## src/hdl/ddo_pkg.sv

```systemverilog
// ----------------------------------------------------------------------------
// ddo_pkg
// Types, constants and the arctangent table of the odometry core.
// ----------------------------------------------------------------------------
package ddo_pkg;

  localparam int CORDIC_STEPS = 16;
  localparam int COUNT_BITS   = 16;

  localparam logic [31:0] CORDIC_GAIN_Q30 = 32'd652032874;
  localparam logic [19:0] DPT_RESET       = 20'd14641;
  localparam logic [31:0] APT_RESET       = 32'd2774527;

  // register byte addresses
  localparam logic [2:0] ADDR_DPT = 3'd0;
  localparam logic [2:0] ADDR_APT = 3'd4;

  // serial multiply step counts
  localparam logic [5:0] MUL1_LAST = 6'd31;
  localparam logic [5:0] P_STEPS   = 6'd20;
  localparam logic [5:0] MUL2_LAST = 6'd32;

  typedef enum logic [1:0] {
    CMD_SAMPLE = 2'd0,
    CMD_SETPOS = 2'd1,
    CMD_SNAP   = 2'd2,
    CMD_UNUSED = 2'd3
  } ddo_cmd_e;

  typedef enum logic [2:0] {
    ST_IDLE,
    ST_MUL1,
    ST_CSTART,
    ST_ROT,
    ST_MUL2,
    ST_DONE
  } ddo_state_e;

  typedef struct packed {
    logic        start;
    logic [31:0] angle;
  } ddo_cordic_req_t;

  typedef struct packed {
    logic               done;
    logic signed [32:0] cos_v;
    logic signed [32:0] sin_v;
  } ddo_cordic_rsp_t;

  // arctangent of 2^-i in binary angle units
  function automatic logic [31:0] atan_ba(input logic [4:0] i);
    logic [31:0] v;
    case (i)
      5'd0:  v = 32'd536870912;
      5'd1:  v = 32'd316933406;
      5'd2:  v = 32'd167458907;
      5'd3:  v = 32'd85004756;
      5'd4:  v = 32'd42667331;
      5'd5:  v = 32'd21354465;
      5'd6:  v = 32'd10679838;
      5'd7:  v = 32'd5340245;
      5'd8:  v = 32'd2670163;
      5'd9:  v = 32'd1335087;
      5'd10: v = 32'd667544;
      5'd11: v = 32'd333772;
      5'd12: v = 32'd166886;
      5'd13: v = 32'd83443;
      5'd14: v = 32'd41722;
      5'd15: v = 32'd20861;
      5'd16: v = 32'd10430;
      5'd17: v = 32'd5215;
      5'd18: v = 32'd2608;
      5'd19: v = 32'd1304;
      5'd20: v = 32'd652;
      5'd21: v = 32'd326;
      5'd22: v = 32'd163;
      5'd23: v = 32'd81;
      5'd24: v = 32'd41;
      5'd25: v = 32'd20;
      5'd26: v = 32'd10;
      5'd27: v = 32'd5;
      5'd28: v = 32'd3;
      5'd29: v = 32'd1;
      default: v = 32'd0;
    endcase
    return v;
  endfunction

endpackage

```

## src/hdl/ddo_if.sv

```systemverilog
// ----------------------------------------------------------------------------
// ddo_in_if / ddo_out_if
// Valid/ready channels carrying commands in and pose results out.
// ----------------------------------------------------------------------------
interface ddo_in_if;
  logic               valid;
  logic               ready;
  logic [1:0]         command;
  logic [15:0]        left_count;
  logic [15:0]        right_count;
  logic signed [31:0] set_x;
  logic signed [31:0] set_y;

  modport source (output valid, command, left_count, right_count, set_x, set_y,
                  input ready);
  modport sink   (input valid, command, left_count, right_count, set_x, set_y,
                  output ready);
endinterface

interface ddo_out_if;
  logic               valid;
  logic               ready;
  logic signed [31:0] pos_x;
  logic signed [31:0] pos_y;
  logic [31:0]        heading_out;

  modport source (output valid, pos_x, pos_y, heading_out, input ready);
  modport sink   (input valid, pos_x, pos_y, heading_out, output ready);
endinterface

```

## src/hdl/differential_drive_odometry_core.sv

```systemverilog
// ----------------------------------------------------------------------------
// differential_drive_odometry_core
// Wheel-encoder odometry: serial multiplies and an iterative CORDIC.
// ----------------------------------------------------------------------------
// Channel    Dir  Contents
// sample_i   in   command, left_count, right_count, set_x, set_y
// result_o   out  pos_x, pos_y, heading_out
// APB        in   distance_per_tick @0x0, angle_per_tick_diff @0x4
//
// An encoder sample passes through acceptance, a bit-serial turn/distance
// multiply, a CORDIC start, the rotation, a bit-serial move scaling and a
// commit, which waits while a held result has not been taken.
// Set position and snap heading go through the commit state only; the first
// sample and unused commands finish on acceptance and give no result. One item is in work at a time.
// A stalled result holds in the output register; the next item is still taken.
// Reset clears the pose, the latch flag and the registers to their defaults.
// ----------------------------------------------------------------------------
module differential_drive_odometry_core (
  input  logic        clk_i,
  input  logic        rst_ni,
  ddo_in_if.sink      sample_i,
  ddo_out_if.source   result_o,
  input  logic        psel,
  input  logic        penable,
  input  logic        pwrite,
  input  logic [2:0]  paddr,
  input  logic [31:0] pwdata,
  output logic [31:0] prdata,
  output logic        pready
);
  import ddo_pkg::*;

  ddo_state_e state_q, state_d;

  logic [19:0] dpt_q, dpt_d;
  logic [31:0] apt_q, apt_d;
  logic [31:0] x_q, x_d, y_q, y_d, hd_q, hd_d;
  logic [COUNT_BITS-1:0] ll_q, ll_d, lr_q, lr_d;
  logic        lat_q, lat_d;
  logic        mv_q, mv_d;
  logic [5:0]  cnt_q, cnt_d;

  // turn and distance serial multipliers
  logic signed [16:0] td_q, td_d, ps_q, ps_d;
  logic signed [17:0] th_q, th_d, ph_q, ph_d;
  logic [31:0]        tl_q, tl_d;
  logic [19:0]        pl_q, pl_d;

  // move scaling serial multipliers
  logic signed [38:0] xh_q, xh_d, yh_q, yh_d;
  logic [32:0]        xl_q, xl_d, yl_q, yl_d;

  // output register
  logic        ov_q, ov_d;
  logic [31:0] ox_q, ox_d, oy_q, oy_d, oh_q, oh_d;

  ddo_cordic_req_t creq;
  ddo_cordic_rsp_t crsp;

  logic signed [COUNT_BITS-1:0] dl, dr;
  logic signed [16:0] tpp, ppp;
  logic signed [18:0] tsum, psum;
  logic signed [37:0] pa;
  logic signed [39:0] xpp, ypp, xsum, ysum;
  logic [31:0] dx, dy;
  logic [32:0] snap_sum;
  logic        cfg_wr;

  ddo_cordic u_cordic (
    .clk_i  (clk_i),
    .rst_ni (rst_ni),
    .req_i  (creq),
    .rsp_o  (crsp)
  );

  // control registers
  always_ff @(posedge clk_i or negedge rst_ni) begin
    if (!rst_ni) begin
      state_q <= ST_IDLE;
      dpt_q   <= DPT_RESET;
      apt_q   <= APT_RESET;
      x_q     <= '0;
      y_q     <= '0;
      hd_q    <= '0;
      ll_q    <= '0;
      lr_q    <= '0;
      lat_q   <= 1'b0;
      ov_q    <= 1'b0;
      cnt_q   <= '0;
      mv_q    <= 1'b0;
    end else begin
      state_q <= state_d;
      dpt_q   <= dpt_d;
      apt_q   <= apt_d;
      x_q     <= x_d;
      y_q     <= y_d;
      hd_q    <= hd_d;
      ll_q    <= ll_d;
      lr_q    <= lr_d;
      lat_q   <= lat_d;
      ov_q    <= ov_d;
      cnt_q   <= cnt_d;
      mv_q    <= mv_d;
    end
  end

  // datapath registers
  always_ff @(posedge clk_i) begin
    td_q <= td_d;
    ps_q <= ps_d;
    th_q <= th_d;
    ph_q <= ph_d;
    tl_q <= tl_d;
    pl_q <= pl_d;
    xh_q <= xh_d;
    yh_q <= yh_d;
    xl_q <= xl_d;
    yl_q <= yl_d;
    ox_q <= ox_d;
    oy_q <= oy_d;
    oh_q <= oh_d;
  end

  // APB register file
  assign pready = 1'b1;
  assign cfg_wr = psel & penable & pwrite;

  always_comb begin
    case (paddr)
      ADDR_DPT: prdata = {12'd0, dpt_q};
      ADDR_APT: prdata = apt_q;
      default:  prdata = '0;
    endcase
  end

  // handshake outputs
  assign sample_i.ready     = (state_q == ST_IDLE);
  assign result_o.valid     = ov_q;
  assign result_o.pos_x     = ox_q;
  assign result_o.pos_y     = oy_q;
  assign result_o.heading_out = oh_q;

  // next state and datapath
  always_comb begin
    dl = COUNT_BITS'(sample_i.left_count - ll_q);
    dr = COUNT_BITS'(sample_i.right_count - lr_q);

    tpp  = tl_q[0] ? td_q : '0;
    tsum = 19'(th_q) + 19'(tpp);
    ppp  = pl_q[0] ? ps_q : '0;
    psum = 19'(ph_q) + 19'(ppp);

    pa   = $signed({ph_q, pl_q});
    xpp  = xl_q[0] ? 40'(pa) : '0;
    ypp  = yl_q[0] ? 40'(pa) : '0;
    if (cnt_q == MUL2_LAST) begin
      xsum = 40'(xh_q) - xpp;
      ysum = 40'(yh_q) - ypp;
    end else begin
      xsum = 40'(xh_q) + xpp;
      ysum = 40'(yh_q) + ypp;
    end

    // round half up to Q16.16
    dx = xh_q[37:6] + {31'd0, xh_q[5]};
    dy = yh_q[37:6] + {31'd0, yh_q[5]};

    snap_sum = {1'b0, hd_q} + 33'h01FFFFFFF;

    state_d = state_q;
    dpt_d = dpt_q;
    apt_d = apt_q;
    x_d   = x_q;
    y_d   = y_q;
    hd_d  = hd_q;
    ll_d  = ll_q;
    lr_d  = lr_q;
    lat_d = lat_q;
    mv_d  = mv_q;
    cnt_d = cnt_q;
    td_d  = td_q;
    ps_d  = ps_q;
    th_d  = th_q;
    ph_d  = ph_q;
    tl_d  = tl_q;
    pl_d  = pl_q;
    xh_d  = xh_q;
    yh_d  = yh_q;
    xl_d  = xl_q;
    yl_d  = yl_q;
    ov_d  = ov_q;
    ox_d  = ox_q;
    oy_d  = oy_q;
    oh_d  = oh_q;
    creq.start = 1'b0;
    creq.angle = hd_q + {th_q[0], tl_q[31:1]};

    if (cfg_wr && paddr == ADDR_DPT) dpt_d = pwdata[19:0];
    if (cfg_wr && paddr == ADDR_APT) apt_d = pwdata;

    if (ov_q && result_o.ready) ov_d = 1'b0;

    case (state_q)
      ST_IDLE: begin
        if (sample_i.valid) begin
          case (sample_i.command)
            CMD_SAMPLE: begin
              ll_d  = sample_i.left_count;
              lr_d  = sample_i.right_count;
              lat_d = 1'b1;
              if (lat_q) begin
                td_d  = 17'(dr) - 17'(dl);
                ps_d  = 17'(dr) + 17'(dl);
                th_d  = '0;
                ph_d  = '0;
                tl_d  = apt_q;
                pl_d  = dpt_q;
                cnt_d = '0;
                mv_d  = 1'b1;
                state_d = ST_MUL1;
              end
            end
            CMD_SETPOS: begin
              x_d  = sample_i.set_x;
              y_d  = sample_i.set_y;
              mv_d = 1'b0;
              state_d = ST_DONE;
            end
            CMD_SNAP: begin
              hd_d = {snap_sum[31:30], 30'd0};
              mv_d = 1'b0;
              state_d = ST_DONE;
            end
            default: ;
          endcase
        end
      end
      ST_MUL1: begin
        // one multiplier bit a cycle, partial sum shifts right
        th_d = tsum[18:1];
        tl_d = {tsum[0], tl_q[31:1]};
        if (cnt_q < P_STEPS) begin
          ph_d = psum[18:1];
          pl_d = {psum[0], pl_q[19:1]};
        end
        cnt_d = cnt_q + 6'd1;
        if (cnt_q == MUL1_LAST) state_d = ST_CSTART;
      end
      ST_CSTART: begin
        creq.start = 1'b1;
        state_d = ST_ROT;
      end
      ST_ROT: begin
        if (crsp.done) begin
          xh_d  = '0;
          yh_d  = '0;
          xl_d  = crsp.cos_v;
          yl_d  = crsp.sin_v;
          cnt_d = '0;
          state_d = ST_MUL2;
        end
      end
      ST_MUL2: begin
        // signed serial multiply, last bit carries negative weight
        xh_d = xsum[39:1];
        yh_d = ysum[39:1];
        xl_d = {xsum[0], xl_q[32:1]};
        yl_d = {ysum[0], yl_q[32:1]};
        cnt_d = cnt_q + 6'd1;
        if (cnt_q == MUL2_LAST) state_d = ST_DONE;
      end
      ST_DONE: begin
        if (!ov_q || result_o.ready) begin
          if (mv_q) begin
            x_d  = x_q + dx;
            y_d  = y_q + dy;
            hd_d = hd_q + tl_q;
          end
          ov_d = 1'b1;
          ox_d = x_d;
          oy_d = y_d;
          oh_d = hd_d;
          state_d = ST_IDLE;
        end
      end
      default: state_d = ST_IDLE;
    endcase
  end

endmodule

```

## src/hdl/ddo_cordic.sv

```systemverilog
// ----------------------------------------------------------------------------
// ddo_cordic
// Iterative CORDIC rotator: one micro-rotation per cycle, quadrant folded.
// ----------------------------------------------------------------------------
module ddo_cordic (
  input  logic                     clk_i,
  input  logic                     rst_ni,
  input  ddo_pkg::ddo_cordic_req_t req_i,
  output ddo_pkg::ddo_cordic_rsp_t rsp_o
);
  import ddo_pkg::*;

  localparam logic [4:0] LAST_STEP = 5'(CORDIC_STEPS - 1);

  logic               busy_q, busy_d;
  logic               done_q, done_d;
  logic [4:0]         step_q, step_d;
  logic [1:0]         quad_q, quad_d;
  logic signed [32:0] z_q, z_d;
  logic signed [32:0] vx_q, vx_d;
  logic signed [32:0] vy_q, vy_d;

  logic [32:0]        qsum;
  logic [1:0]         quad_n;
  logic [31:0]        resid;
  logic signed [32:0] sx, sy, at;

  // control state
  always_ff @(posedge clk_i or negedge rst_ni) begin
    if (!rst_ni) begin
      busy_q <= 1'b0;
      done_q <= 1'b0;
      step_q <= '0;
    end else begin
      busy_q <= busy_d;
      done_q <= done_d;
      step_q <= step_d;
    end
  end

  // datapath
  always_ff @(posedge clk_i) begin
    quad_q <= quad_d;
    z_q    <= z_d;
    vx_q   <= vx_d;
    vy_q   <= vy_d;
  end

  always_comb begin
    qsum   = {1'b0, req_i.angle} + 33'h020000000;
    quad_n = qsum[31:30];
    resid  = req_i.angle - {quad_n, 30'd0};
    sx     = vx_q >>> step_q;
    sy     = vy_q >>> step_q;
    at     = $signed({1'b0, atan_ba(step_q)});

    busy_d = busy_q;
    done_d = 1'b0;
    step_d = step_q;
    quad_d = quad_q;
    z_d    = z_q;
    vx_d   = vx_q;
    vy_d   = vy_q;

    if (req_i.start) begin
      busy_d = 1'b1;
      step_d = '0;
      quad_d = quad_n;
      z_d    = 33'($signed(resid));
      vx_d   = $signed({1'b0, CORDIC_GAIN_Q30});
      vy_d   = '0;
    end else if (busy_q) begin
      // rotate towards zero residual angle
      if (!z_q[32]) begin
        vx_d = vx_q - sy;
        vy_d = vy_q + sx;
        z_d  = z_q - at;
      end else begin
        vx_d = vx_q + sy;
        vy_d = vy_q - sx;
        z_d  = z_q + at;
      end
      step_d = step_q + 5'd1;
      if (step_q == LAST_STEP) begin
        busy_d = 1'b0;
        done_d = 1'b1;
      end
    end
  end

  // unfold the quadrant
  always_comb begin
    rsp_o.done = done_q;
    case (quad_q)
      2'd0: begin
        rsp_o.cos_v = vx_q;
        rsp_o.sin_v = vy_q;
      end
      2'd1: begin
        rsp_o.cos_v = -vy_q;
        rsp_o.sin_v = vx_q;
      end
      2'd2: begin
        rsp_o.cos_v = -vx_q;
        rsp_o.sin_v = -vy_q;
      end
      default: begin
        rsp_o.cos_v = vy_q;
        rsp_o.sin_v = -vx_q;
      end
    endcase
  end

endmodule

```

## src/flat_wrapper.sv

```systemverilog
// flat-port wrapper written by rule: the top's interface ports become plain ports
module differential_drive_odometry_core_flat import ddo_pkg::*;
  (clk_i, rst_ni, psel, penable, pwrite, paddr, pwdata, prdata, pready, sample_i_valid, sample_i_command, sample_i_left_count, sample_i_right_count, sample_i_set_x, sample_i_set_y, sample_i_ready, result_o_valid, result_o_pos_x, result_o_pos_y, result_o_heading_out, result_o_ready);
  ddo_in_if sample_i_i ();
  ddo_out_if result_o_i ();
  input  logic clk_i;
  input  logic rst_ni;
  input  logic psel;
  input  logic penable;
  input  logic pwrite;
  input  logic [2:0] paddr;
  input  logic [31:0] pwdata;
  output logic [31:0] prdata;
  output logic pready;
  input wire logic [$bits(sample_i_i.valid)-1:0] sample_i_valid;
  input wire logic [$bits(sample_i_i.command)-1:0] sample_i_command;
  input wire logic [$bits(sample_i_i.left_count)-1:0] sample_i_left_count;
  input wire logic [$bits(sample_i_i.right_count)-1:0] sample_i_right_count;
  input wire logic [$bits(sample_i_i.set_x)-1:0] sample_i_set_x;
  input wire logic [$bits(sample_i_i.set_y)-1:0] sample_i_set_y;
  output wire logic [$bits(sample_i_i.ready)-1:0] sample_i_ready;
  output wire logic [$bits(result_o_i.valid)-1:0] result_o_valid;
  output wire logic [$bits(result_o_i.pos_x)-1:0] result_o_pos_x;
  output wire logic [$bits(result_o_i.pos_y)-1:0] result_o_pos_y;
  output wire logic [$bits(result_o_i.heading_out)-1:0] result_o_heading_out;
  input wire logic [$bits(result_o_i.ready)-1:0] result_o_ready;
  assign sample_i_i.valid = sample_i_valid;
  assign sample_i_i.command = sample_i_command;
  assign sample_i_i.left_count = sample_i_left_count;
  assign sample_i_i.right_count = sample_i_right_count;
  assign sample_i_i.set_x = sample_i_set_x;
  assign sample_i_i.set_y = sample_i_set_y;
  assign sample_i_ready = sample_i_i.ready;
  assign result_o_valid = result_o_i.valid;
  assign result_o_pos_x = result_o_i.pos_x;
  assign result_o_pos_y = result_o_i.pos_y;
  assign result_o_heading_out = result_o_i.heading_out;
  assign result_o_i.ready = result_o_ready;
  differential_drive_odometry_core u_core (.clk_i(clk_i), .rst_ni(rst_ni), .sample_i(sample_i_i), .result_o(result_o_i), .psel(psel), .penable(penable), .pwrite(pwrite), .paddr(paddr), .pwdata(pwdata), .prdata(prdata), .pready(pready));
endmodule
```

## config.mk

```make
export PLATFORM = sky130hd
export DESIGN_NAME = differential_drive_odometry_core_flat
export DESIGN_NICKNAME = d
export VERILOG_FILES = /design/src/hdl/ddo_pkg.sv /design/src/hdl/ddo_if.sv /design/src/hdl/differential_drive_odometry_core.sv /design/src/hdl/ddo_cordic.sv /design/src/flat_wrapper.sv
export SDC_FILE = /design/constraint.sdc
export NUM_CORES = 2
export LEC_CHECK = 0
export BUFFER_PORTS_ARGS = -buffer_cell sky130_fd_sc_hd__buf_2
export CAP_MARGIN = 20
export CORE_ASPECT_RATIO = 1.2
export CORE_MARGIN = 4
export CORE_UTILIZATION = 40
export CTS_CLUSTER_SIZE = 28
export DETAILED_ROUTE_END_ITERATION = 10
export GPL_TIMING_DRIVEN = 0
export PLACE_DENSITY = 0.58
export SKIP_CTS_REPAIR_TIMING = 1
export SYNTH_ARGS = -nofsm -noshare
export SYNTH_HDL_FRONTEND = slang
export SYNTH_SLANG_ARGS = --single-unit
```

## constraint.sdc

```tcl
create_clock -name clk_i -period 8.4 [get_ports clk_i]
set_clock_uncertainty 0.05 [all_clocks]
set_input_delay 1.68 -clock clk_i [delete_from_list [all_inputs] [get_ports clk_i]]
set_output_delay 1.68 -clock clk_i [all_outputs]
set_load 0.02 [all_outputs]
```

==> reports/metrics.csv <==
stage,metric,value,unit
logic_synthesis,synthTopCellsByArea,"edfxtp_1 (21%), ha_1 (9.2%), dfrtp_1 (7.8%), nand2_1 (5.2%), xnor2_1 (4.9%)",
logic_synthesis,yosysWarnings,0,
global_route,grt_util_all_layers,30.0,%
cts,cts_num_sinks,661,
worst_setup_path,slowest_delay,0.69,ns
drt,vias,52000,
timing,relSlewSlack,15.5,%
timing,max_clock_freq,124,MHz
worst_setup_path,path_class,reg -> reg,
drt,viasPerCell,5.99,
timing,setup_viol,0,
cts,clock_latency,0.71,ns
hold_path,hold_path_class,reg -> reg,
outcome,outcome,"complete, no violations",
cts,h-tree-depth,3,
worst_setup_path,rr_startpoint,u_core.u_cordic.step_q[1],
floorplan,die_area,148000,µm²
cts,clk_pin_slew,0.08,ns
logic_synthesis,synthArstFlopShare,30.1,%
worst_setup_path,cp-start-kind,flop,
timing,finalCritPeriodShare,96.0,%
logic_synthesis,netlist_instances,6394,
drt,drt_wl_total,229000,µm
logic_synthesis,synth.top_cell.area_share,21.0,%
worst_setup_path,cp.arrival,8.61,ns
layout,final_common_cell,nand2_1,
floorplan,die_w,351,µm
timing,worst_pin_slew,1.26,ns
global_route,grt_pass1_vias,49900,
logic_synthesis,synth-seq-area-share,32.2,%
drt,first_iter_violations,4880,
logic_synthesis,synth-main-ff-cell,edfxtp_1,
global_route,grt.overflow.total,0,
floorplan,io-pin-count,271,
place,dpl.hpwl,181000,µm
worst_setup_path,startpoint,u_core.u_cordic.step_q[1],
hold_path,hp-start,u_core.yl_q[28],
flow_run,maxCapViolCount,0,
place,gp_congestion,1.04,
floorplan,fp.dieH,420,µm
logic_synthesis,synth.avg_cell_area,8.86,µm²
drt,wl_per_cell,26.4,µm
floorplan,coreArea,140000,µm²
logic_synthesis,ys_ff_latch,661,
logic_synthesis,netlist_area,56600,µm²
timing,finalHoldViolCount,0,
layout,area_delta_synth_final,12.3,%
floorplan,num_rows,150,
worst_setup_path,crit_buf_inv,5,
drt,antenna_left,0,
drt,first_pass_iters,6,
logic_synthesis,syn-num-nets,6968,
layout,layout_common_cells,"nand2_1 (786), nor2_1 (561), a21oi_1 (474), o21ai_0 (436), ha_1 (417)",
logic_synthesis,synth.distinct_cells,107,
worst_setup_path,cp_data_required_time,8.95,ns
global_route,antenna_found_initial,23,
logic_synthesis,yosys.area.top_type,edfxtp_1,
layout,design_area,63600,µm²
global_route,grt_max_degree,107,
floorplan,floorplan.initialDensity,40.4,%
cts,cts-root-buf,clkbuf_16,
logic_synthesis,synth-edff-count,396,
timing,maxSlewViolCount,0,
timing,min_period,8.06,ns
place,placed_area,60700,µm²
global_route,grt_first_pass_wirelength,331000,µm
worst_setup_path,critPathMaxFanout,10,
worst_setup_path,endpoint_kind,flop,
cts,numCtsBuffers,79,
layout,nNetsFinal,7343,
cts,clock_path_buffers,3,
timing,holdWs,0.435,ns
place,io_buffers,268,
cts,tritoncts,done,
drt,route.detailed.drc,0,
worst_setup_path,cp_slowest_cell,mux2i_1,
layout,drive_above_1_share,12.5,%
worst_setup_path,critPathTopFamily,compound AO/OA/AOI/OAI gates,
timing,rsz0062_at_grt,false,
logic make-up after synthesis:
logic type,share of synthesized area (%)
compound gates,19.4
xor+xnor,8.03
fa+ha+maj,9.82
buf+inv,4.23
flops,32.2
mux,9.50
other cells,0.00662
simple gates,16.8
routing by layer:
metal	vias up	part of all wire (%)	GRT usage [%]
li1	24000	-	-
met1	25300	42	39.2
met2	2132	45	48.7
met3	471	7.6	5.24
met4	4	4.8	13.3
met5	-	0.011	0
path summary, 6_finish.rpt:
kind                       cells past startpoint  slack [ns]                       end
max in group asynchronous                      2        6.12           u_core.dpt_q[3]
min in group asynchronous                      1        0.91             u_core.y_q[6]
max                                           26        0.34  u_core.u_cordic.vx_q[32]
min                                            2        0.44           u_core.yl_q[27]
min reg2reg                                    2        0.44           u_core.yl_q[27]
max reg2reg                                   26        0.34  u_core.u_cordic.vx_q[32]
registers in the layout, summed over array words and instances (netlist names), 33 cells and up:
name	cells
u_core.u_cordic.vy_q	33
u_core.yh_q	39
u_core.u_cordic.z_q	33
u_core.yl_q	33
u_core.xl_q	33
u_core.xh_q	39
u_core.u_cordic.vx_q	33
cell usage after synthesis (60+ instances only):
| cell | count |
|---|---|
| dfrtp_1 | 177 |
| nor3_1 | 113 |
| and2_1 | 91 |
| a31oi_1 | 66 |
| clkbuf_1 | 250 |
| mux2i_1 | 127 |
| xnor2_1 | 318 |
| nor2_1 | 561 |
| ha_1 | 417 |
| a21oi_1 | 474 |
| mux4_2 | 89 |
| a21o_1 | 154 |
| o21a_1 | 60 |
| inv_1 | 226 |
| o21ai_0 | 436 |
| edfxtp_1 | 396 |
| dfxtp_1 | 66 |
| nand2b_1 | 81 |
| mux2_2 | 184 |
| nand2_1 | 790 |
| o21bai_1 | 64 |
| nand3_1 | 110 |
| xor2_1 | 201 |
layout make-up:
cell class,count,area [µm²]
clock buffers,105,2240
fillers,13700,76400
repair buffers,294,1790
plain buffers,354,1540
well taps,1824,2280
flip-flops and latches,661,18200
diodes,11,27.5
inverters,232,871
multi-input cells,5147,36000
clock inverters,42,571
stage by stage:
step / setup slack [ns] / util [%] / cells / TNS (ns)
CTS: -0.594 / 45.4 / 8658 / -1.88
floorplan: 2.14 / - / 6394 / 0
global route: 0.0123 / 45.4 / 8660 / 0
detailed placement: -0.555 / 43.4 / 8511 / -1.66
global placement: -0.663 / 43.0 / 8486 / -2.56
finish: 0.337 / 45.4 / 8670 / 0
worst min-delay path, delay by kind of cell (launching register included):
family	cells	cell delay, ns
DFF	1	0.32
and+or+nand+nor	2	0.09
Power is not shown: default switching activity piles up to over one toggle a cycle in this logic, so the estimate is an artifact.
